<file path="src/hdl/rhs_pkg.sv">
`timescale 1ns / 1ps
// ----------------------------------------------------------------------------
// rhs_pkg: shared types and constants for the rgb to hue/saturation converter
// Holds the channel widths, the divider lane type and the max-channel codes.
// ----------------------------------------------------------------------------
package rhs_pkg;

  localparam int ChanW     = 8;   // width of one color channel and of each result
  localparam int QuotW     = 8;   // quotient bits, one per divider cell
  localparam int HueNumW   = 19;  // 255 * n, n below 6 * 255
  localparam int SatNumW   = 16;  // 255 * d
  localparam int SpanW     = 11;  // width of n and of 6 * d

  // which channel holds the maximum (red wins ties, then green)
  localparam logic [1:0] SEL_RED   = 2'd0;
  localparam logic [1:0] SEL_GREEN = 2'd1;
  localparam logic [1:0] SEL_BLUE  = 2'd2;

  // partial state of both divisions, handed from cell to cell
  typedef struct packed {
    logic [HueNumW-1:0] hue_rem;
    logic [HueNumW-1:0] hue_div;
    logic [QuotW-1:0]   hue_q;
    logic [SatNumW-1:0] sat_rem;
    logic [SatNumW-1:0] sat_div;
    logic [QuotW-1:0]   sat_q;
  } div_lane_t;

endpackage

</file>
<file path="src/hdl/rhs_div_cell.sv">
`timescale 1ns / 1ps
// ----------------------------------------------------------------------------
// rhs_div_cell: one restoring-division step for hue and saturation
// Decides one quotient bit of each division, then halves the divisor.
// ----------------------------------------------------------------------------
module rhs_div_cell import rhs_pkg::*; (
  input  logic      clk,
  input  logic      rst,
  input  logic      en,
  input  logic      in_valid,
  input  div_lane_t lane_in,
  output logic      out_valid,
  output div_lane_t lane_out
);

  logic      hue_fit;
  logic      sat_fit;
  div_lane_t lane_next;

  // compare, conditionally subtract, shift in the quotient bit
  always_comb begin
    hue_fit = lane_in.hue_rem >= lane_in.hue_div;
    sat_fit = lane_in.sat_rem >= lane_in.sat_div;
    lane_next.hue_rem = hue_fit ? lane_in.hue_rem - lane_in.hue_div : lane_in.hue_rem;
    lane_next.sat_rem = sat_fit ? lane_in.sat_rem - lane_in.sat_div : lane_in.sat_rem;
    lane_next.hue_div = lane_in.hue_div >> 1;
    lane_next.sat_div = lane_in.sat_div >> 1;
    lane_next.hue_q   = {lane_in.hue_q[QuotW-2:0], hue_fit};
    lane_next.sat_q   = {lane_in.sat_q[QuotW-2:0], sat_fit};
  end

  always_ff @(posedge clk) begin
    if (rst) begin
      out_valid <= 1'b0;
    end else if (en) begin
      out_valid <= in_valid;
    end
  end

  always_ff @(posedge clk) begin
    if (en) lane_out <= lane_next;
  end

endmodule

</file>
<file path="config.mk">
export PLATFORM = sky130hd
export DESIGN_NAME = rhs_div_cell
export DESIGN_NICKNAME = d
export VERILOG_FILES = /design/src/hdl/rhs_pkg.sv /design/src/hdl/rhs_div_cell.sv
export SDC_FILE = /design/constraint.sdc
export NUM_CORES = 1
export LEC_CHECK = 0
export BUFFER_PORTS_ARGS = -buffer_cell sky130_fd_sc_hd__buf_2
export CAP_MARGIN = 25
export CORE_ASPECT_RATIO = 0.5
export CORE_MARGIN = 4
export CORE_UTILIZATION = 35
export CTS_CLUSTER_DIAMETER = 100
export CTS_CLUSTER_SIZE = 8
export DETAILED_ROUTE_END_ITERATION = 16
export PLACE_DENSITY_LB_ADDON = 0.1
export SYNTH_ARGS = -nofsm -noshare
export SYNTH_HDL_FRONTEND = slang
export SYNTH_SLANG_ARGS = --single-unit
</file>
<file path="constraint.sdc">
create_clock -name clk -period 6 [get_ports clk]
set_input_delay 0 -clock clk [delete_from_list [all_inputs] [get_ports clk]]
set_output_delay 0 -clock clk [all_outputs]
set_load 0.05 [all_outputs]
</file>
# After elaboration in Yosys (flattened, before gate mapping)
# Cells that the tools add are included.
# totals
regBits,85
input_bits,90
word_cells,13
# classes
add_sub_neg,2
magnitude_cmp,2
n_mux,2
# ops
operator,count
$ge 19x19->1,1
$mux 19,1
$sub 19x19->19,1
$ge 16x16->1,1
$mux 16,1
$sub 16x16->16,1

# Logic depth before layout (Yosys ltp)
# Gate-level depths: netlist of run 1.
# logic_depth
word_depth,2
depth_mapped,11

# Worst setup path after synthesis of run 1
# No wires, ideal clock.
# synth_path
kind,input port to flip-flop
from,in lane_in[24] in the netlist's numbering
to,"reg lane_out[30] in the netlist's numbering, data pin"
setup_time_ns,0.256
arrival_time_ns,2.037
required_ns,5.744
setup_slack_ns,3.706
path_stages,11
path_buffers,2
path_cell_list,inv_1 -> ha_1 -> fa_1 -> nor2b_1 -> o22a_1 -> a41oi_1 -> o211a_1 -> or2_1 -> buf_2 -> buf_6 -> a22o_1
# synth_rtl
element,line,text
from (decl),rhs_div_cell.sv:11,"input div_lane_t lane_in,"
to (signal assigned),rhs_div_cell.sv:41,if (en) lane_out <= lane_next;
to (decl),rhs_div_cell.sv:13,output div_lane_t lane_out

==> impl_metrics.py, run 1 <==
metrics = {
    "logic_synthesis": {
        "synth-seq-area-share": 0.5012,
        "synth_cell_types": 61,
        "ys_seq_elements": 85,
        "synth-async-reset-ratio": 0,
        "synth_area_per_cell_um2": 11.37,
        "synth_cells": 446,
        "syn_area_mm2": 0.005072,
        "yosys_most_used_dff": "edfxtp_1",
        "yosys_warnings": 0,
        "synth_edf_count": 84,
    },
    "floorplan": {
        "die_x_um": 178.3,
        "dieHeight_um": 93.13,
        "initial_core_util": 0.3662,
        "rows": 30,
        "dieArea_mm2": 0.01660,
        "core_mm2": 0.01385,
        "ioPinCount": 177,
    },
    "sta": {
        "timing.fmax_ghz": 0.3295,
        "tns_ps": 0,
        "setup_viol": 0,
        "slew_headroom": 0.3463,
        "fin_skew_ps": 0,
        "timing.final.crit_share": 0.5058,
        "setup_ws_ps": 2965,
        "hold_violations": 0,
        "tightest_slew_ps": 980.6,
        "fin_crit_ps": 3035,
        "timing.hold.ws_ps": 3.833,
        "drv_slew": 0,
        "rsz0062_at_grt": "false",
    },
    "cells_and_area": {
        "layout.cells.non_filler": 891,
        "syn2layout_area_growth_pct": 41.22,
        "fill_cells": 1316,
        "multiInputGateArea_mm2": 0.002285,
        "n_antenna_cell": 0,
        "seq_area_mm2": 0.002542,
        "drive_gt1_frac": 0.2790,
        "nNetsFinal": 821,
    },
    "power": {
        "p_leak_nw": 3.183,
        "powerDensity_mw_per_mm2": 270.5,
        "vdd_ir_drop_max_mv": 0.1234,
    },
    "min_path": {
        "min_path_type": "input pin to flip-flop",
        "min_from": "en",
    },
    "cts": {
        "cts_tree": "built",
        "cts_setup_buffers": 0,
        "cts_inserted_buffers": 9,
        "cts_max_path_buffers": 2,
        "root_buffer": "clkbuf_16",
        "htreeDepth": 3,
        "cts.clk_slew.worst_paths_ps": 60,
        "cts_resized": 0,
        "clk_latency_ps": 330,
        "cts.sinks": 85,
    },
    "critical_path": {
        "critPathLaunch": "lane_in[58]",
        "endpoint_kind": "flip-flop",
        "cp_data_required_time_ps": 6080,
        "criticalPathCategory": "input pin to flip-flop",
        "startpoint_type": "input pin",
        "worstPathArrival_ps": 3110,
        "r2r-start": "out_valid",
        "path_max_fanout": 11,
    },
    "grt": {
        "first_global_vias": 4317,
        "grt_pass1_wl_mm": 20.80,
        "grt_max_degree": 75,
        "antenna_found_initial": 0,
        "gr-usage-all-layers": 0.1547,
        "grt-ovfl-total": 0,
    },
    "place": {
        "io_buffers": 172,
        "pre_cts_ws_ps": 3081,
        "dp_cells": 799,
        "dp_hpwl_mm": 9.603,
        "gp_congestion": 0.8388,
    },
    "detailed_routing": {
        "detail_route.iter0.violations": 205,
        "drt-vias-per-instance": 4.772,
        "drt_wl_total_mm": 13.11,
        "wire_per_inst_um": 14.71,
        "drc": 0,
        "drtPass1Iterations": 5,
        "postRouteAntennaNets": 0,
        "vias": 4252,
    },
    "run": {
        "maxCapViolCount": 0,
    },
    "run_status": {
        "status": "finished, final reports clean",
    },
}
report_power, final:
group          switching, W  internal [W]
Sequential        0.0000143      0.000730
Combinational      0.000434      0.000218
Clock              0.000221      0.000320
per-layer routing:
layer	wire length, um	global-route usage	vias to the layer above
met5	0	0	-
met1	5709	0.1838	1982
met4	133	0.03829	0
met3	582	0.03756	11
li1	-	-	2164
met2	6682	0.2829	95
cells in the mapped netlist, types with 3 or more instances:
cell type	n	area, um2
nor2_1	20	75.07
mux2i_1	4	40.04
or3_1	4	25.02
o31ai_1	3	22.52
a31oi_1	5	31.28
o211ai_1	3	22.52
nand3_1	8	40.04
inv_1	43	161.4
and3_1	4	25.02
o21a_1	8	60.06
edfxtp_1	84	2522
a211o_1	3	26.28
xor2_1	8	70.07
nor3_1	10	50.05
nand4_1	6	37.54
mux2_1	24	270.3
nor2b_1	3	18.77
nand2_1	22	82.58
clkbuf_1	4	15.01
ha_1	35	437.9
a211oi_1	9	67.56
a21oi_1	25	125.1
xnor2_1	13	113.9
o21ai_1	7	35.03
o21ai_0	23	115.1
and2_1	5	31.28
a21o_1	15	112.6
buf_2	7	35.03
cell type report:
| type | instances | area share |
|---|---|---|
| flip-flops and latches | 85 | 0.3549 |
| multi-input cells | 303 | 0.3190 |
| repair buffers | 251 | 0.2299 |
| well taps | 192 | 0.03354 |
| clock buffers | 11 | 0.03249 |
| inverters | 44 | 0.02306 |
| clock inverters | 5 | 0.007162 |
registers in the layout, summed over array words and instances (netlist names):
register / count
lane_out: 84
out_valid: 1
final timing paths:
| check | slack (ps) | cells after the start | to |
|---|---|---|---|
| max | 2970 | 11 | lane_out[72] |
| min | 4 | 1 | lane_out[26] |
| max reg2reg | 4830 | 3 | out_valid |
| min reg2reg | 1090 | 3 | out_valid |
logic make-up (layout without fill, tap and decap cells):
logic type                 after synthesis  after routing  synth area share
AOI/OAI and AO/OA                      124            124            0.1670
xor gates and xnor gates                21             21           0.03626
adders and majority gates               37             37           0.09423
buffers and inverters                   59            311           0.04982
DFF                                     85             85            0.5012
muxes                                   28             28           0.06117
other                                    1              2         0.0007393
and+or+nand+nor                         91             91           0.08954
cells in the final DEF, fill, tap and decap left out, types with 5 or more instances in the layout:
cell type	count
o21ai_0	23
nand3_1	8
edfxtp_1	84
nor2_1	20
buf_2	171
nand2_1	22
and2_1	5
clkbuf_16	9
o21a_1	8
xor2_1	8
nand4_1	6
mux2_1	24
xnor2_1	13
a31oi_1	5
nor3_1	10
ha_1	35
a21o_1	15
o21ai_1	6
a211oi_1	9
dlygate4sd3_1	76
inv_1	43
a21oi_1	25
repair_timing:
action | in CTS | in global routing
endpoints found under the setup margin | 0 | 0
hold endpoints to repair | 75 | 0
hold buffers | 76 | 0
worst max-delay path, cell delays in order:
cell	delay [ps]
dlygate4sd3_1	530
buf_2	110
inv_1	40
ha_1	410
and3_1	190
nand4_1	180
a211oi_2	320
nor4_1	120
o21ai_2	520
buf_4	330
mux2_1	350
metrics by stage:
stage                     power, W    util  instance area [um2]
after floorplan           0.001218       -                 5076
after global placement    0.001368  0.4417                 6118
after detailed placement  0.001373  0.4417                 6118
after CTS                 0.001969  0.5172                 7163
after global routing      0.002039  0.5172                 7163
final                     0.001938  0.5172                 7163
(Power assumes the default switching activity.)
==> run 2: changes to the inputs <==
==> constraint.sdc (replaced) <==
create_clock -name clk -period 2.7 [get_ports clk]
set_input_delay 0 -clock clk [delete_from_list [all_inputs] [get_ports clk]]
set_output_delay 0 -clock clk [all_outputs]
set_load 0.05 [all_outputs]
==> impl_metrics.py, run 2 (same netlist as run 1, synthesis figures left out) <==
metrics = {
    "run_status": {
        "status": "finished, final reports clean",
    },
    "grt": {
        "first_global_vias": 4415,
        "grt_pass1_wl_mm": 21.42,
        "grt-ovfl-total": 0,
        "antenna_found_initial": 0,
        "grt_max_degree": 48,
        "gr-usage-all-layers": 0.1602,
    },
    "cells_and_area": {
        "final_cell_mix": "buf_2, edfxtp_1, dlygate4sd3_1",
        "nNetsFinal": 825,
        "reg_top3": "lane_out x84, out_valid x1",
        "stdcell_area_mm2": 0.007239,
        "layout.cells.non_filler": 895,
        "top_register": "lane_out",
        "n_antenna_cell": 0,
        "drive_gt1_frac": 0.2959,
        "final_common_cell": "buf_2",
        "syn2layout_area_growth_pct": 42.72,
        "largest_reg_flops": 84,
    },
    "floorplan": {
        "core_mm2": 0.01385,
        "ioPinCount": 177,
        "initial_core_util": 0.3662,
        "die_x_um": 178.3,
        "dieArea_mm2": 0.01660,
        "rows": 30,
        "dieHeight_um": 93.13,
    },
    "sta": {
        "tightest_slew_ps": 635.9,
        "drv_slew": 0,
        "hold_violations": 0,
        "rsz0062_at_grt": "true",
        "timing.final.crit_share": 0.9593,
        "slew_headroom": 0.5761,
        "timing.fmax_ghz": 0.3861,
        "setup_ws_ps": 110.0,
        "tns_ps": 0,
        "setup_viol": 0,
        "fin_crit_ps": 2590,
        "fin_skew_ps": 0,
    },
    "power": {
        "p_total_w": 0.004347,
        "clkPwrFrac": 0.282,
        "vdd_ir_drop_max_mv": 0.2578,
        "share_comb_of_total_power": 0.338,
        "switching_power_w": 0.001515,
        "p_leak_nw": 3.217,
        "powerDensity_mw_per_mm2": 600.4,
        "sw_frac_of_total": 0.3486,
        "power_frac_seq": 0.380,
        "p_int_w": 0.002832,
    },
    "cts": {
        "cts_tree": "built",
        "cts.sinks": 85,
        "cts_setup_buffers": 0,
        "cts_inserted_buffers": 9,
        "cts.clk_slew.worst_paths_ps": 70,
        "cts_max_path_buffers": 2,
        "htreeDepth": 3,
        "clk_latency_ps": 330,
        "root_buffer": "clkbuf_16",
    },
    "critical_path": {
        "worstPathCellList": "dlygate4sd3_1 -> buf_2 -> ha_2 -> and3_1 -> nand4_1 -> a211oi_4 -> nor4_2 -> o21ai_2 -> buf_4 -> mux2_1",
        "cpPeakStageDelay_ps": 540,
        "critical_path.slowest_cell": "dlygate4sd3_1",
        "cp_num_buf_inv": 3,
        "path_max_fanout": 11,
        "startpoint_type": "input pin",
        "cpLargestDelayFamily": "buffers and inverters",
        "criticalPathCategory": "input pin to flip-flop",
        "endpoint_kind": "flip-flop",
        "cp_data_required_time_ps": 2780,
        "worstPathArrival_ps": 2670,
    },
    "detailed_routing": {
        "wl_met1_mm": 5.782,
        "wl_met2_mm": 6.669,
        "route.met3.wl_um": 491,
        "drt_wl_total_mm": 13.06,
        "drt-vias-per-instance": 4.715,
        "drtPass1Iterations": 4,
        "wire_per_inst_um": 14.59,
        "drc": 0,
        "detail_route.iter0.violations": 180,
        "vias": 4220,
        "postRouteAntennaNets": 0,
        "dr.max_layer_used": "met4",
    },
    "place": {
        "io_buffers": 172,
        "dp_cells": 804,
        "gp_congestion": 0.8277,
        "dpl_cell_area_mm2": 0.006168,
        "pre_cts_ws_ps": 232.4,
        "dp_hpwl_mm": 9.792,
    },
    "run": {
        "maxCapViolCount": 0,
    },
    "min_path": {
        "min_path_type": "input pin to flip-flop",
    },
}
-- run 2: cell types whose count changed in the layout (fill, tap and decap cells not counted), sizes merged --
cell | before | now
buf | 175 | 180
clkinv | 3 | 5
dlygate4sd3 | 76 | 75
clkbuf | 11 | 9
-- run 2: tightest hold or removal path, delay by kind of cell --
| family | cells | cell delay [ps] |
|---|---|---|
| buffers and inverters | 1 | 90 |
| AO/OA/AOI/OAI | 2 | 140 |
-- run 2: path summary, 6_finish.rpt --
kind,slack (ps),start,depth (start not counted),end
hold reg to reg,1040,out_valid,3,out_valid
hold / removal,7,lane_in[38],3,lane_out[38]
setup / recovery,110,lane_in[77],10,lane_out[72]
setup reg to reg,1560,out_valid,3,out_valid
-- run 2: layout make-up --
| cell class | count | area [um2] |
|---|---|---|
| fillers | 1310 | 6611 |
| flip-flops and latches | 85 | 2542 |
| multi-input cells | 303 | 2313 |
| repair buffers | 255 | 1687 |
| well taps | 192 | 240.2 |
| clock buffers | 9 | 225.2 |
| inverters | 44 | 165.2 |
| clock inverters | 7 | 66.31 |
-- run 2: per-stage QoR --
step,util,hold WS (ps)
6_report,0.5227,6.715
5_1_grt,0.5227,21.07
4_1_cts,0.5206,2.189
3_5_place_dp,0.4453,166.0
3_3_place_gp,0.4453,158.8
2_1_floorplan,-,72.38
-- run 2: what timing repair did --
item,CTS,global route
resized for setup,0,6
endpoints found under the setup margin,0,17
hold buffers,75,0
hold endpoints to repair,74,0
-- run 2: per-layer routing --
layer	up-vias	track usage
li1	2172	-
met1	1959	0.1965
met2	79	0.2918
met3	10	0.03473
met4	0	0.03382
met5	-	0
-- run 2: power groups by stage --
stage	Clock, W	Combinational [W]	Sequential (W)
floorplan	0	0.000527	0.00218
global placement	0	0.00138	0.00168
detailed placement	0	0.00139	0.00168
CTS	0.00127	0.00148	0.00165
global route	0.00133	0.00160	0.00167
finish	0.00122	0.00147	0.00165
==> run 3: changes to the inputs <==
--- a/config.mk
+++ b/config.mk
@@ -9,7 +9,7 @@
 export CAP_MARGIN = 25
 export CORE_ASPECT_RATIO = 0.5
 export CORE_MARGIN = 4
-export CORE_UTILIZATION = 35
+export CORE_UTILIZATION = 46
 export CTS_CLUSTER_DIAMETER = 100
 export CTS_CLUSTER_SIZE = 8
 export DETAILED_ROUTE_END_ITERATION = 16
==> impl_metrics.py, run 3 (same netlist as run 1, synthesis figures left out) <==
metrics = {
    "run_status": {
        "status": "finished, final reports clean",
    },
    "sta": {
        "setup_ws_ps": 63.89,
        "slew_headroom": 0.5746,
        "fin_skew_ps": 0,
        "timing.fmax_ghz": 0.3793,
        "timing.final.crit_share": 0.9763,
        "tns_ps": 0,
        "tightest_slew_ps": 638.0,
        "fin_crit_ps": 2636,
        "hold_violations": 0,
        "setup_viol": 0,
        "drv_slew": 0,
    },
    "detailed_routing": {
        "drt_wl_total_mm": 12.94,
        "postRouteAntennaNets": 0,
        "vias": 4376,
        "drc": 0,
        "drtPass1Iterations": 5,
        "detail_route.iter0.violations": 174,
        "wire_per_inst_um": 15.16,
        "drt-vias-per-instance": 5.124,
    },
    "critical_path": {
        "endpoint_kind": "flip-flop",
        "cp_num_buf_inv": 5,
        "cp_data_required_time_ps": 2780,
        "startpoint_type": "input pin",
        "critPathLaunch": "lane_in[60]",
        "path_max_fanout": 8,
        "timing.reg2reg.setup_slack_ps": 1550,
        "cpLargestDelayFamily": "buffers and inverters",
        "cpPeakStageDelay_ps": 530,
        "worstPathArrival_ps": 2720,
        "r2r-start": "out_valid",
        "worstPathCellList": "dlygate4sd3_1 -> buf_2 -> inv_1 -> ha_4 -> and3_1 -> nand4_1 -> o41ai_1 -> a21oi_1 -> o21ai_2 -> buf_6 -> clkbuf_4 -> mux2_1",
        "critical_path.slowest_cell": "dlygate4sd3_1",
        "criticalPathCategory": "input pin to flip-flop",
    },
    "grt": {
        "gr-usage-all-layers": 0.1915,
        "use_met3": 0.04477,
        "grt_pass1_wl_mm": 19.64,
        "antenna_found_initial": 0,
        "grt-ovfl-total": 0,
        "use_met2": 0.3594,
        "busiest_layer": "met2",
        "met1_usage": 0.2264,
        "first_global_vias": 4166,
        "grt_max_degree": 48,
    },
    "place": {
        "gp_congestion": 0.8230,
        "dp_hpwl_mm": 9.037,
        "io_buffers": 172,
        "pre_cts_ws_ps": 233.2,
        "dpl_cell_area_mm2": 0.006103,
    },
    "floorplan": {
        "rows": 26,
        "ioPinCount": 177,
        "core_mm2": 0.01048,
        "dieHeight_um": 82.26,
        "dieArea_mm2": 0.01287,
        "die_x_um": 156.5,
        "initial_core_util": 0.4842,
    },
    "cells_and_area": {
        "final_common_cell": "buf_2",
        "drive_gt1_frac": 0.3081,
        "final_cell_mix": "buf_2, edfxtp_1, dlygate4sd3_1",
        "top_register": "lane_out",
        "reg_top3": "lane_out x84, out_valid x1",
        "fill_cells": 846,
        "largest_reg_flops": 84,
        "n_antenna_cell": 0,
        "nNetsFinal": 836,
        "finalCoreUtilization": 0.6978,
        "stdcell_area_mm2": 0.007310,
        "syn2layout_area_growth_pct": 44.10,
    },
    "cts": {
        "cts_max_path_buffers": 2,
        "cts.sinks": 85,
        "clk_latency_ps": 330,
        "cts.clk_slew.worst_paths_ps": 60,
        "root_buffer": "clkbuf_16",
        "cts_inserted_buffers": 9,
        "cts_tree": "built",
        "htreeDepth": 3,
    },
    "run": {
        "maxCapViolCount": 0,
    },
    "power": {
        "powerDensity_mw_per_mm2": 586.7,
        "p_leak_nw": 3.259,
        "p_int_w": 0.002773,
        "vdd_ir_drop_max_mv": 0.2866,
        "switching_power_w": 0.001516,
        "clkPwrFrac": 0.260,
        "sw_frac_of_total": 0.3534,
        "share_comb_of_total_power": 0.354,
        "power_frac_seq": 0.386,
    },
    "min_path": {
        "min_path_type": "input pin to flip-flop",
        "min_from": "lane_in[29]",
    },
}
## run 3: cell type report
cell class                 count  area (um2)  share of cell area
multi-input combinational    303        2362              0.3232
inverter                      44       165.2             0.02259
sequential                    85        2542              0.3478
clock inverter                 7       42.54            0.005820
timing repair buffer         266        1797              0.2458
clock buffer                   9       225.2             0.03081
tap                          140       175.2             0.02396
## run 3: worst register-to-register path: stages, from the launching register on
cell           delay [ps]
dfxtp_1               310
mux2i_1               120
nor2_1                 60
dlygate4sd3_1         550
## run 3: routing by layer
| metal | share of wire | wire, um |
|---|---|---|
| met5 | 0 | 0 |
| met4 | 0.011 | 136 |
| met3 | 0.051 | 656 |
| met2 | 0.52 | 6695 |
| met1 | 0.42 | 5455 |
## run 3: final timing paths
path | depth (start not counted) | end
max | 12 | lane_out[77]
min | 3 | lane_out[29]
min reg2reg | 3 | out_valid
max reg2reg | 3 | out_valid
## run 3: power groups by stage
| stage | Clock (W) | Sequential [W] | Combinational, W |
|---|---|---|---|
| 2_1_floorplan | 0 | 0.00218 | 0.000527 |
| 3_3_place_gp | 0 | 0.00168 | 0.00136 |
| 3_5_place_dp | 0 | 0.00168 | 0.00137 |
| 4_1_cts | 0.00115 | 0.00165 | 0.00147 |
| 5_1_grt | 0.00120 | 0.00167 | 0.00163 |
| 6_report | 0.00111 | 0.00166 | 0.00152 |
## run 3: stage by stage
| step | power (W) | hold slack (ps) | cells |
|---|---|---|---|
| floorplan | 0.002706 | 72.38 | 447 |
| finish | 0.004288 | 10.96 | 854 |
| CTS | 0.004274 | 4.704 | 846 |
| detailed placement | 0.003054 | 176.5 | 752 |
| global route | 0.004498 | 33.07 | 854 |
| global placement | 0.003042 | 160.0 | 752 |
## run 3: timing repair
item,in CTS,in global routing
setup endpoints to repair,0,26
hold buffers,78,0
buffers inserted,0,7
gates resized for setup,0,20
hold endpoints to repair,77,0
