**config.mk**
```make
export PLATFORM = sky130hd
export DESIGN_NAME = rhs_front
export DESIGN_NICKNAME = d
export VERILOG_FILES = /design/src/hdl/rhs_pkg.sv /design/src/hdl/rhs_front.sv
export SDC_FILE = /design/constraint.sdc
export NUM_CORES = 1
export LEC_CHECK = 0
export BUFFER_PORTS_ARGS = -buffer_cell sky130_fd_sc_hd__clkbuf_2
export CAP_MARGIN = 20
export CORE_UTILIZATION = 59
export CTS_CLUSTER_DIAMETER = 200
export DETAILED_ROUTE_END_ITERATION = 10
export GPL_TIMING_DRIVEN = 0
export PLACE_DENSITY = 0.82
export SLEW_MARGIN = 20
export SYNTH_ARGS = -nofsm -noshare
export SYNTH_HDL_FRONTEND = slang
export SYNTH_SLANG_ARGS = --single-unit
```
**constraint.sdc**
```tcl
create_clock -name clk -period 8.1 [get_ports clk]
set_input_delay 1.62 -clock clk [delete_from_list [all_inputs] [get_ports clk]]
set_output_delay 1.62 -clock clk [all_outputs]
set_load 0.03 [all_outputs]
```
**src/hdl/rhs_pkg.sv**
```systemverilog
`timescale 1ns / 1ps
// ----------------------------------------------------------------------------
// rhs_pkg: shared types and constants for the rgb to hue/saturation converter
// Holds the channel widths, the divider lane type and the max-channel codes.
// ----------------------------------------------------------------------------
package rhs_pkg;

  localparam int ChanW     = 8;   // width of one color channel and of each result
  localparam int QuotW     = 8;   // quotient bits, one per divider cell
  localparam int HueNumW   = 19;  // 255 * n, n below 6 * 255
  localparam int SatNumW   = 16;  // 255 * d
  localparam int SpanW     = 11;  // width of n and of 6 * d

  // which channel holds the maximum (red wins ties, then green)
  localparam logic [1:0] SEL_RED   = 2'd0;
  localparam logic [1:0] SEL_GREEN = 2'd1;
  localparam logic [1:0] SEL_BLUE  = 2'd2;

  // partial state of both divisions, handed from cell to cell
  typedef struct packed {
    logic [HueNumW-1:0] hue_rem;
    logic [HueNumW-1:0] hue_div;
    logic [QuotW-1:0]   hue_q;
    logic [SatNumW-1:0] sat_rem;
    logic [SatNumW-1:0] sat_div;
    logic [QuotW-1:0]   sat_q;
  } div_lane_t;

endpackage

```
**src/hdl/rhs_front.sv**
```systemverilog
`timescale 1ns / 1ps
// ----------------------------------------------------------------------------
// rhs_front: two-stage front end of the converter
// Finds max, min and chroma, then forms the hue and saturation dividends
// and the pre-shifted divisors that seed the divider chain.
// ----------------------------------------------------------------------------
module rhs_front import rhs_pkg::*; (
  input  logic             clk,
  input  logic             rst,
  input  logic             en,
  input  logic             in_valid,
  input  logic [ChanW-1:0] red,
  input  logic [ChanW-1:0] green,
  input  logic [ChanW-1:0] blue,
  output logic             out_valid,
  output div_lane_t        lane
);

  // stage a registers
  logic             a_valid;
  logic [ChanW-1:0] a_red;
  logic [ChanW-1:0] a_green;
  logic [ChanW-1:0] a_blue;
  logic [ChanW-1:0] a_mx;
  logic [ChanW-1:0] a_d;
  logic [1:0]       a_sel;

  logic [ChanW-1:0] mx_next;
  logic [ChanW-1:0] mn_next;
  logic [1:0]       sel_next;

  logic [SpanW-1:0] six_d;
  logic [SpanW-1:0] n;
  div_lane_t        lane_next;

  // max, min and which channel is largest
  always_comb begin
    mx_next  = red;
    mn_next  = red;
    sel_next = SEL_RED;
    if (green > mx_next) begin
      mx_next  = green;
      sel_next = SEL_GREEN;
    end
    if (blue > mx_next) begin
      mx_next  = blue;
      sel_next = SEL_BLUE;
    end
    if (green < mn_next) mn_next = green;
    if (blue < mn_next)  mn_next = blue;
  end

  always_ff @(posedge clk) begin
    if (rst) begin
      a_valid <= 1'b0;
    end else if (en) begin
      a_valid <= in_valid;
    end
  end

  always_ff @(posedge clk) begin
    if (en) begin
      a_red   <= red;
      a_green <= green;
      a_blue  <= blue;
      a_mx    <= mx_next;
      a_d     <= mx_next - mn_next;
      a_sel   <= sel_next;
    end
  end

  // hue numerator, kept in 0 .. 6d-1
  always_comb begin
    six_d = {1'b0, a_d, 2'b00} + {2'b00, a_d, 1'b0};
    case (a_sel)
      SEL_RED: begin
        if (a_green >= a_blue) n = {3'b000, a_green - a_blue};
        else                   n = six_d - {3'b000, a_blue - a_green};
      end
      SEL_GREEN: n = {2'b00, a_d, 1'b0} + {3'b000, a_blue} - {3'b000, a_red};
      SEL_BLUE:  n = {1'b0, a_d, 2'b00} + {3'b000, a_red} - {3'b000, a_green};
      default:   n = '0;
    endcase
  end

  // dividends are 255 * x; divisors start shifted up by the quotient width less one
  always_comb begin
    lane_next.hue_rem = {n, 8'b0} - {8'b0, n};
    lane_next.sat_rem = {a_d, 8'b0} - {8'b0, a_d};
    // grey pixel: zero dividend over a unit divisor gives a zero hue
    if (a_d == '0) lane_next.hue_div = HueNumW'(1) << (QuotW - 1);
    else           lane_next.hue_div = {1'b0, six_d, 7'b0};
    // black pixel: same trick gives a zero saturation
    if (a_mx == '0) lane_next.sat_div = SatNumW'(1) << (QuotW - 1);
    else            lane_next.sat_div = {1'b0, a_mx, 7'b0};
    lane_next.hue_q = '0;
    lane_next.sat_q = '0;
  end

  always_ff @(posedge clk) begin
    if (rst) begin
      out_valid <= 1'b0;
    end else if (en) begin
      out_valid <= a_valid;
    end
  end

  always_ff @(posedge clk) begin
    if (en) lane <= lane_next;
  end

endmodule

```
After elaboration in Yosys (flattened, before gate mapping)

Index checks and enable logic that the tools add are counted.

Add/subtract/negate cells: 11
Eq/ne operators: 2
Muxes and demuxes: 7
Reduce and logical (&&, ||, !) cells: 3
$lt $le $gt $ge: 5

Operator list:

| cell                 | number |
|---|---|
| $pmux W11 S3         | 1 |
| $mux W8              | 4 |
| $sub A8 B8 Y8        | 3 |
| $sub A11 B8 Y11      | 2 |
| $sub A19 B11 Y19     | 1 |
| $gt A8 B8 Y1         | 2 |
| $logic_not A8 Y1     | 2 |
| $lt A8 B8 Y1         | 2 |
| $sub A16 B8 Y16      | 1 |
| $add A10 B8 Y11      | 1 |
| $add A10 B9 Y11      | 1 |
| $mux W11             | 1 |
| $sub A10 B8 Y11      | 1 |
| $add A9 B8 Y10       | 1 |
| $ge A8 B8 Y1         | 1 |
| $eq A2 B1 Y1 const B | 1 |
| $eq A2 B2 Y1 const B | 1 |
| $logic_not A2 Y1     | 1 |
| $mux W1              | 1 |

Logic and storage cells: 42
Input port bits: 28
Flip-flop bits (word level): 114
Output and inout bits: 87

Depth between registers and ports, before layout

Gate-level depths: netlist of run 1.

Depth after elaboration: 5
Gate-level depth with buffers: 30
Mapped depth without buffers: 29

Least setup slack after synthesis of run 1

OpenSTA, ideal clock, no wires.

Path kind: input -> register
From: in red[1]
To: reg a_d[7], data pin
Data required time: 7.842 ns
Slack: 1.645 ns
Arrival time: 6.197 ns
Library setup time: 0.258 ns
Cell stages on the path: 30
Path buffers: 2
Cells stage by stage: inv_1 -> ha_1 -> nor2b_1 -> o21ai_0 -> nand2b_1 -> a21oi_1 -> o21ai_2 -> o21a_1 -> buf_2 -> mux2i_1 -> ha_1 -> nor2b_1 -> o21a_1 -> o21ai_0 -> nand2b_1 -> a21oi_1 -> o21ai_0 -> o21ai_1 -> clkbuf_1 -> nor2_1 -> a21oi_1 -> ha_1 -> o21ai_0 -> nand2b_1 -> a21o_1 -> a21o_1 -> a21o_1 -> a21oi_1 -> xnor2_1 -> xnor2_1

Cells in the longest elaborated chain, start to end: 5
Elaborated cells on any way between the ends: 9
Classes of those cells: add/sub: 1; order compare: 4; mux: 4

Ends and longest elaborated chain:

| item                 | line            | RTL |
|---|---|---|
| from (decl)          | rhs_front.sv:12 | `input logic [ChanW-1:0] red,` |
| $gt A8 B8 Y1         | rhs_front.sv:41 | `if (green > mx_next) begin` |
| $mux W8 *            | rhs_front.sv:41 |  |
| $gt A8 B8 Y1         | rhs_front.sv:45 | `if (blue > mx_next) begin` |
| $mux W8 *            | rhs_front.sv:45 |  |
| via mx_next[2]       | rhs_front.sv:28 | `logic [ChanW-1:0] mx_next;` |
| $sub A8 B8 Y8 *      | rhs_front.sv:67 | `a_d <= mx_next - mn_next;` |
| to (signal assigned) | rhs_front.sv:67 |  |
| to (decl)            | rhs_front.sv:25 | `logic [ChanW-1:0] a_d;` |

Mark *: on every way through the listed nets, which the timed path passes. The rest lies on a longest branch.
A chain may end at the register's enable or synchronous reset.

Worst setup path after layout of run 1

Same ends and word-level chain as after synthesis.

==> impl_metrics.yaml, run 1 <==
power:
  switching_share: 0.468
  power_frac_clock: 0.106
  ir_drop_uv: 210
  seqPwrFrac: 0.219
  comb_power_share: 0.675
  switchingPower_mw: 1.89
  power.density_nw_per_um2: 432
  p_leak_nw: 4.34
  p_int_mw: 2.15
drt:
  drtAntennaViolNets: 0
  wl_per_cell_um: 15.9
  dr_total_vias: 6073
  drt_wl_total_mm: 17.6
  avgViaCountPerCell: 5.48
  firstDrtPassIters: 5
  drc: 0
  drt_iter0_markers: 281
worst_setup_path:
  crit_slowest_cell: "o21ai_2"
  start_kind: "primary input"
  arrival_ns: 7.27
  cp.required_ns: 8.22
  cp-end-kind: "flop"
  worstSetupPathType: "in2reg"
  path_max_fanout: 10
  max_stage_delay_ns: 0.47
clock_network:
  postCtsResizedCells: 0
  clk_path_buf_depth: 2
  clkLatencyLatePin_ns: 0.36
  cts_tree: "built"
  postCtsHoldBufs: 0
  cts-root-buf: "clkbuf_16"
  numCtsBuffers: 9
  postCtsSetupBuffers: 0
  clock-sinks: 98
  clkTransAtPathRegs_ns: 0.07
  htree_levels: 3
synth:
  synth-seq-cells: 98
  async_reset_ff_frac: 0
  ys_warn_count: 0
  ys_seq_area_frac: 0.352
  synth_cell_types: 84
  netlist_area_sq_um: 8290
  synth_edf_count: 96
  synthCells: 803
  syn_avg_cell_area_sq_um: 10.3
  ys.flop_type: "edfxtp_1"
layout:
  diodes: 0
  final_common_cell: "inv_1"
  syn_to_final_growth_pct: 12.7
  layout_common_cells: "inv_1 (104), edfxtp_1 (96), ha_1 (95), clkbuf_2 (82), nor2_1 (48)"
  final_core_util: 0.695
  fin_nets: 1070
  layout-drive-gt1-share: 0.192
die:
  coreArea_sq_um: 13500
  initial_core_util: 0.617
  io_pins: 115
  dieArea_sq_um: 14500
  fp.dieW_um: 121
  fp.dieH_um: 121
  num_rows: 42
sta:
  maxSlewViolCount: 0
  finalCriticalPeriod_ns: 7.15
  hold_violations: 0
  setup_viol: 0
  rsz0062_at_grt: "no"
  worst_pin_slew_ns: 0.767
  tns_ns: 0
  fin_ws_ns: 0.951
  fmax_mhz: 140
  skew_ns: 0.00857
  finalCritPeriodShare: 0.883
  slew_headroom: 0.488
worst_hold_path:
  hold_class: "reg2reg"
global_route:
  grt_max_degree: 99
  antenna_found_initial: 0
  overflow: 0
  grt_pass1_wl_mm: 28.7
  groute.usage.overall: 0.260
  grt_pass1_vias: 5793
place:
  gp_congestion: 0.945
  port_buffers: 82
  dpl.hpwl_mm: 14.1
  dp_slack_ns: 0.666
status:
  status: "finished clean"
job:
  drv_cap: 0
metal layers:
metal  GRT usage  vias up  share of wire
met2       0.434      212           0.48
met4       0.138        0          0.046
li1            -     3007              -
met1       0.318     2806           0.42
met5           0        -              0
met3      0.0495       48          0.058
worst max-delay path: cells and delay by family:
kind	cells	cell delay, ns
simple gates	6	0.58
xor+xnor	2	0.24
compound gates	15	2.77
buf+inv	4	0.85
fa+ha+maj	3	0.86
mux	1	0.32
cell type report:
| cell class | count | area (sq um) |
|---|---|---|
| well taps | 176 | 220 |
| flip-flops and latches | 98 | 2920 |
| multi-input cells | 581 | 4730 |
| repair buffers | 82 | 419 |
| inverters | 105 | 394 |
| clock buffers | 11 | 233 |
| plain buffers | 50 | 359 |
| clock inverters | 5 | 63.8 |
| fillers | 1106 | 4110 |
worst paths after layout:
kind,endpoint,cells past startpoint,slack [ns],start
max reg2reg,lane[84],20,2.65,a_d[0]
min,out_valid,2,0.50,a_valid
min reg2reg,out_valid,2,0.50,a_valid
max,a_d[7],31,0.95,red[1]
power by group through the flow:
stage | combinational (mW) | sequential, mW | clock (mW)
after floorplan | 1.91 | 1.09 | 0
after global placement | 2.63 | 0.888 | 0
after detailed placement | 2.68 | 0.895 | 0
after CTS | 2.71 | 0.885 | 0.439
after global routing | 2.99 | 0.898 | 0.457
final | 2.72 | 0.884 | 0.428
cell usage after synthesis (12+ instances only):
library cell / count / share of area
mux2i_1: 21 / 0.025
nor2_1: 48 / 0.022
nand2_1: 23 / 0.010
buf_4: 34 / 0.031
edfxtp_1: 96 / 0.35
inv_1: 104 / 0.047
a21o_1: 16 / 0.014
a21oi_1: 41 / 0.025
nand3_1: 12 / 0.0072
o21ai_0: 31 / 0.019
ha_1: 95 / 0.14
xor2_1: 20 / 0.021
nor2b_1: 14 / 0.011
xnor2_1: 45 / 0.048
nor3_1: 13 / 0.0078
fa_1: 20 / 0.048
through the flow:
stage                     total power [mW]  instances  area [sq um]  hold slack, ns
final                                 4.03       1108          9350           0.505
after global routing                  4.35       1108          9350           0.540
after CTS                             4.03       1108          9350           0.513
after detailed placement              3.58       1092          9050           0.498
after global placement                3.52       1092          9040           0.474
after floorplan                       3.00        834          8410           0.460
flip-flops by register name, indices dropped and copies added (netlist names):
signal,flops
a_d,8
a_mx,8
out_valid,1
lane,54
a_sel,2
a_valid,1
a_green,8
a_blue,8
a_red,8
logic make-up after synthesis:
logic type / count (synthesis) / share of synthesized area
other: 1 / 0.000452
AOI/OAI and AO/OA: 168 / 0.144
xor gates and xnor gates: 67 / 0.0735
muxes: 31 / 0.0389
adders and majority gates: 115 / 0.192
buffers and inverters: 155 / 0.0908
DFF: 98 / 0.352
and+or+nand+nor: 168 / 0.108
Power figures use the tool's default switching activity.
==> run 2: changes to the inputs <==
--- a/config.mk
+++ b/config.mk
@@ -9,2 +9,3 @@
 export CAP_MARGIN = 20
+export CORE_ASPECT_RATIO = 0.7
 export CORE_UTILIZATION = 59
==> constraint.sdc (replaced) <==
create_clock -name clk -period 8.1 [get_ports clk]
set_input_delay 0.81 -clock clk [delete_from_list [all_inputs] [get_ports clk]]
set_output_delay 0.81 -clock clk [all_outputs]
set_load 0.03 [all_outputs]
==> run 2 against run 1 <==
  * Utilization up 0.29 points
  * Worst setup slack better by 0.62 ns
  * Critical path depth unchanged
  * Non-clock buffer count unchanged
  * Via count up 1.5%
  * Cell count up 0.81%
  * Power up 1.6%
  * Largest cell class unchanged
==> impl_metrics.yaml, run 2 (synthesis gave the netlist of run 1 again) <==
sta:
  rsz0062_at_grt: "no"
  maxSlewViolCount: 0
  finalCriticalPeriod_ns: 6.53
  skew_ns: 0.00580
  slew_headroom: 0.483
  fmax_mhz: 153
  worst_pin_slew_ns: 0.775
  worst_hold_slack_ns: 0.500
  finalCritPeriodShare: 0.806
  tns_ns: 0
  hold_violations: 0
  setup_viol: 0
worst_setup_path:
  max_stage_delay_ns: 0.48
  worstSetupPathType: "in2reg"
  cp_top_family: "compound AO/OA/AOI/OAI gates"
  arrival_ns: 6.63
  path_depth: 31
  start_kind: "primary input"
  cp_num_buf_inv: 4
  cp.required_ns: 8.20
  path_max_fanout: 10
  crit_slowest_cell: "o21ai_2"
  worst-r2r-cell-count: 23
  cp-end-kind: "flop"
clock_network:
  postCtsSetupBuffers: 0
  cts_tree: "built"
  postCtsHoldBufs: 0
  clock-sinks: 98
  clkTransAtPathRegs_ns: 0.07
  clkLatencyLatePin_ns: 0.35
  postCtsResizedCells: 0
  clk_path_buf_depth: 2
  htree_levels: 3
  cts-root-buf: "clkbuf_16"
  numCtsBuffers: 9
place:
  place_inst: 1101
  dpl.hpwl_mm: 14.2
  gp_congestion: 0.920
  port_buffers: 82
  placed_area_sq_um: 9060
drt:
  avgViaCountPerCell: 5.52
  drt_iter0_markers: 529
  wl_per_cell_um: 16.1
  drt_wl_total_mm: 18.0
  drc: 0
  dr_total_vias: 6167
  drtAntennaViolNets: 0
  firstDrtPassIters: 5
layout:
  instances_no_fill: 1117
  final_common_cell: "inv_1"
  layout_common_cells: "inv_1 (104), edfxtp_1 (96), ha_1 (95), clkbuf_2 (82), nor2_1 (48)"
  largest_reg_flops: 54
  fin_nets: 1070
  design_area_sq_um: 9380
  fill_cells: 1037
  layout-drive-gt1-share: 0.192
  diodes: 0
  max_flop_register: "lane"
  syn_to_final_growth_pct: 13.1
global_route:
  antenna_found_initial: 0
  grt_pass1_vias: 5576
  overflow: 0
  grt_pass1_wl_mm: 28.7
  grt_max_degree: 99
  groute.usage.overall: 0.261
job:
  drv_cap: 0
power:
  power.density_nw_per_um2: 437
  p_leak_nw: 4.35
  ir_drop_uv: 231
  p_total_mw: 4.10
worst_hold_path:
  hold_class: "reg2reg"
  whs_path_depth: 2
die:
  fp.dieH_um: 101
  coreArea_sq_um: 13400
  initial_core_util: 0.617
  dieArea_sq_um: 14500
  num_rows: 35
  fp.dieW_um: 144
  io_pins: 115
status:
  status: "finished clean"
run 2: metrics by stage:
step	util	worst slack, ns
after detailed placement	0.674	1.30
after global routing	0.698	1.17
after global placement	0.673	1.42
after floorplan	-	2.46
final	0.698	1.57
after CTS	0.698	1.62
run 2: final timing paths:
| path | slack, ns | from | to |
|---|---|---|---|
| setup / recovery | 1.57 | red[1] | a_d[7] |
| setup reg to reg | 2.59 | a_green[1] | lane[84] |
| hold / removal | 0.50 | a_valid | a_valid |
| hold reg to reg | 0.50 | a_valid | a_valid |
run 2: layout make-up:
| cell class | count | area [sq um] | area share |
|---|---|---|---|
| multi-input combinational | 581 | 4730 | 0.505 |
| sequential | 98 | 2920 | 0.312 |
| timing repair buffer | 82 | 419 | 0.0447 |
| inverter | 105 | 394 | 0.0420 |
| buffer | 50 | 359 | 0.0383 |
| tap | 185 | 231 | 0.0247 |
| clock buffer | 10 | 229 | 0.0244 |
| clock inverter | 6 | 88.8 | 0.00947 |
run 2: report_power, final:
group / switching, mW / total [mW] / internal (mW)
registers: 0.0683 / 0.875 / 0.807
clock network: 0.188 / 0.460 / 0.272
logic: 1.67 / 2.76 / 1.10
run 2: worst min-delay path, stage by stage, from the launching register on:
cell and delay [ns]:
dfxtp_1 0.33, mux2i_1 0.07, nor2_1 0.07
run 2: metal layers:
layer / vias up / wire length (um) / global-route usage
met2: 283 / 7570 / 0.385
met3: 19 / 1560 / 0.0652
li1: 3013 / - / -
met4: 0 / 233 / 0.0556
met1: 2852 / 8610 / 0.388
met5: - / 0 / 0
==> run 3: changes to the inputs <==
- CORE_UTILIZATION: 59 -> 54
- PLACE_DENSITY: 0.82 -> 0.79
- clock period: 8.1 -> 5.35 ns (I/O delays scaled with it)
==> run 3 against run 2 <==
  * Cell count rose by 2.3%
  * Clock power is 41% higher
  * Via count increased by 2.7%
  * Power grew 53%
  * Utilization decreased by 5.0 points
  * Critical path depth down 4
  * Non-clock buffer count is 17 higher
  * First-iteration DRC count rose by 7.6%
  * Die area is 9.1% higher
  * Sequential share of layout area is 0.81 points lower
  * Largest cell class unchanged
==> impl_metrics.yaml, run 3 (synthesis gave the netlist of run 1 again) <==
worst_hold_path:
  hold_class: "in2reg"
sta:
  slew_headroom: 0.497
  tns_ns: 0
  setup_viol: 0
  worst_pin_slew_ns: 0.755
  fin_ws_ns: 0.175
  finalCritPeriodShare: 0.967
  maxSlewViolCount: 0
  skew_ns: 0.00557
  fmax_mhz: 193
  finalCriticalPeriod_ns: 5.18
  hold_violations: 0
place:
  placed_area_sq_um: 9080
  gp_congestion: 0.928
  port_buffers: 82
  dpl.hpwl_mm: 14.7
  dp_slack_ns: -0.856
global_route:
  grt_max_degree: 99
  groute.usage.overall: 0.248
  grt_pass1_vias: 5979
  antenna_found_initial: 0
  overflow: 0
  grt_pass1_wl_mm: 30.1
worst_setup_path:
  arrival_ns: 5.27
  cp_top_family: "compound AO/OA/AOI/OAI gates"
  cp.required_ns: 5.45
  path_max_fanout: 7
  cp_num_buf_inv: 5
  worstSetupPathType: "in2reg"
  cp_common_cell: "a21o_1"
  start_kind: "primary input"
  cp-end-kind: "flop"
  max_stage_delay_ns: 0.35
  crit_slowest_cell: "mux2_4"
die:
  dieArea_sq_um: 15900
  initial_core_util: 0.558
  io_pins: 115
  fp.dieW_um: 150
  num_rows: 37
  fp.dieH_um: 106
  coreArea_sq_um: 14900
power:
  switchingPower_mw: 2.96
  power.density_nw_per_um2: 651
  p_total_mw: 6.27
  p_leak_nw: 4.44
  ir_drop_uv: 287
  p_int_mw: 3.31
  seqPwrFrac: 0.212
  comb_power_share: 0.685
  power_frac_clock: 0.103
  switching_share: 0.473
status:
  status: "finished clean"
drt:
  drtAntennaViolNets: 0
  firstDrtPassIters: 5
  avgViaCountPerCell: 5.54
  wl_per_cell_um: 16.8
  drt_wl_total_mm: 19.2
  dr_total_vias: 6334
  drt_iter0_markers: 569
  drc: 0
clock_network:
  cts-root-buf: "clkbuf_16"
  numCtsBuffers: 9
  postCtsHoldBufs: 0
  clock-sinks: 98
  cts_tree: "built"
  clk_path_buf_depth: 2
  clkLatencyLatePin_ns: 0.35
  clkTransAtPathRegs_ns: 0.07
  htree_levels: 3
layout:
  diodes: 0
  fin_nets: 1087
  syn_to_final_growth_pct: 16.1
  layout_common_cells: "inv_1 (104), edfxtp_1 (96), ha_1 (92), clkbuf_2 (82), buf_4 (50)"
  layout-drive-gt1-share: 0.225
  max_flop_register: "lane"
  design_area_sq_um: 9630
  largest_reg_flops: 54
  final_common_cell: "inv_1"
job:
  drv_cap: 0
run 3: cell types whose count changed in the layout (fill, tap and decap cells not counted), sizes merged:
cell      change
inv           -1
clkinvlp      +1
clkinv        +1
clkbuf        -1
buf          +17
bufinv        -1
run 3: metrics by stage:
| stage | cells | hold WS [ns] | util |
|---|---|---|---|
| 2_1_floorplan | 834 | 0.460 | - |
| 3_3_place_gp | 1111 | 0.480 | 0.611 |
| 3_5_place_dp | 1111 | 0.491 | 0.611 |
| 4_1_cts | 1129 | 0.345 | 0.635 |
| 5_1_grt | 1143 | 0.359 | 0.648 |
| 6_report | 1143 | 0.355 | 0.648 |
run 3: final timing paths:
| kind | start | endpoint | slack (ns) | cells after the start |
|---|---|---|---|---|
| max | red[5] | a_d[7] | 0.17 | 27 |
| min reg2reg | out_valid | out_valid | 0.50 | 2 |
| max reg2reg | a_green[2] | lane[85] | 0.22 | 24 |
| min | rst | a_valid | 0.35 | 2 |
run 3: routing by layer:
layer  vias up  track usage  part of all wire
met5         -            0                 0
met3        22       0.0632             0.094
met2       272        0.374              0.43
met1      2991        0.356              0.46
met4         0       0.0584             0.014
li1       3049            -                 -
run 3: worst reg2reg max path: stages, from the launching register on:
cell and delay (ns):
edfxtp_1 0.44, inv_1 0.07, ha_1 0.34, buf_6 0.16, o21a_1 0.13, o31a_4 0.17
nor2_1 0.04, nor2_1 0.09, nor2_1 0.07, xnor2_1 0.34, ha_2 0.40, nor2_1 0.10
a21oi_1 0.07, nand2_1 0.10, o21ai_2 0.07, nor3_1 0.28, xor2_1 0.19, o31ai_1 0.10
o21ai_2 0.26, ha_2 0.38, and3_2 0.19, a211o_1 0.35, a41oi_2 0.21, and4_4 0.25
xnor2_2 0.06
run 3: power groups by stage:
stage / sequential, mW / combinational (mW) / clock, mW
final: 1.33 / 4.29 / 0.648
after global routing: 1.36 / 4.69 / 0.689
after CTS: 1.33 / 4.14 / 0.661
after detailed placement: 1.35 / 4.09 / 0
after global placement: 1.34 / 4.00 / 0
after floorplan: 1.65 / 2.90 / 0
run 3: final cells by class:
class / count / area, sq um
sequential: 98 / 2920
fill: 1185 / 5230
tap: 195 / 244
timing repair buffer: 99 / 559
multi-input combinational: 581 / 4840
clock buffer: 9 / 225
clock inverter: 6 / 67.6
buffer: 50 / 375
inverter: 105 / 394
run 3: timing repair:
item / CTS / global route
pin swaps: 1 / 3
endpoints found under the setup margin: 7 / 10
gates resized for setup: 8 / 22
buffers inserted: 3 / 14
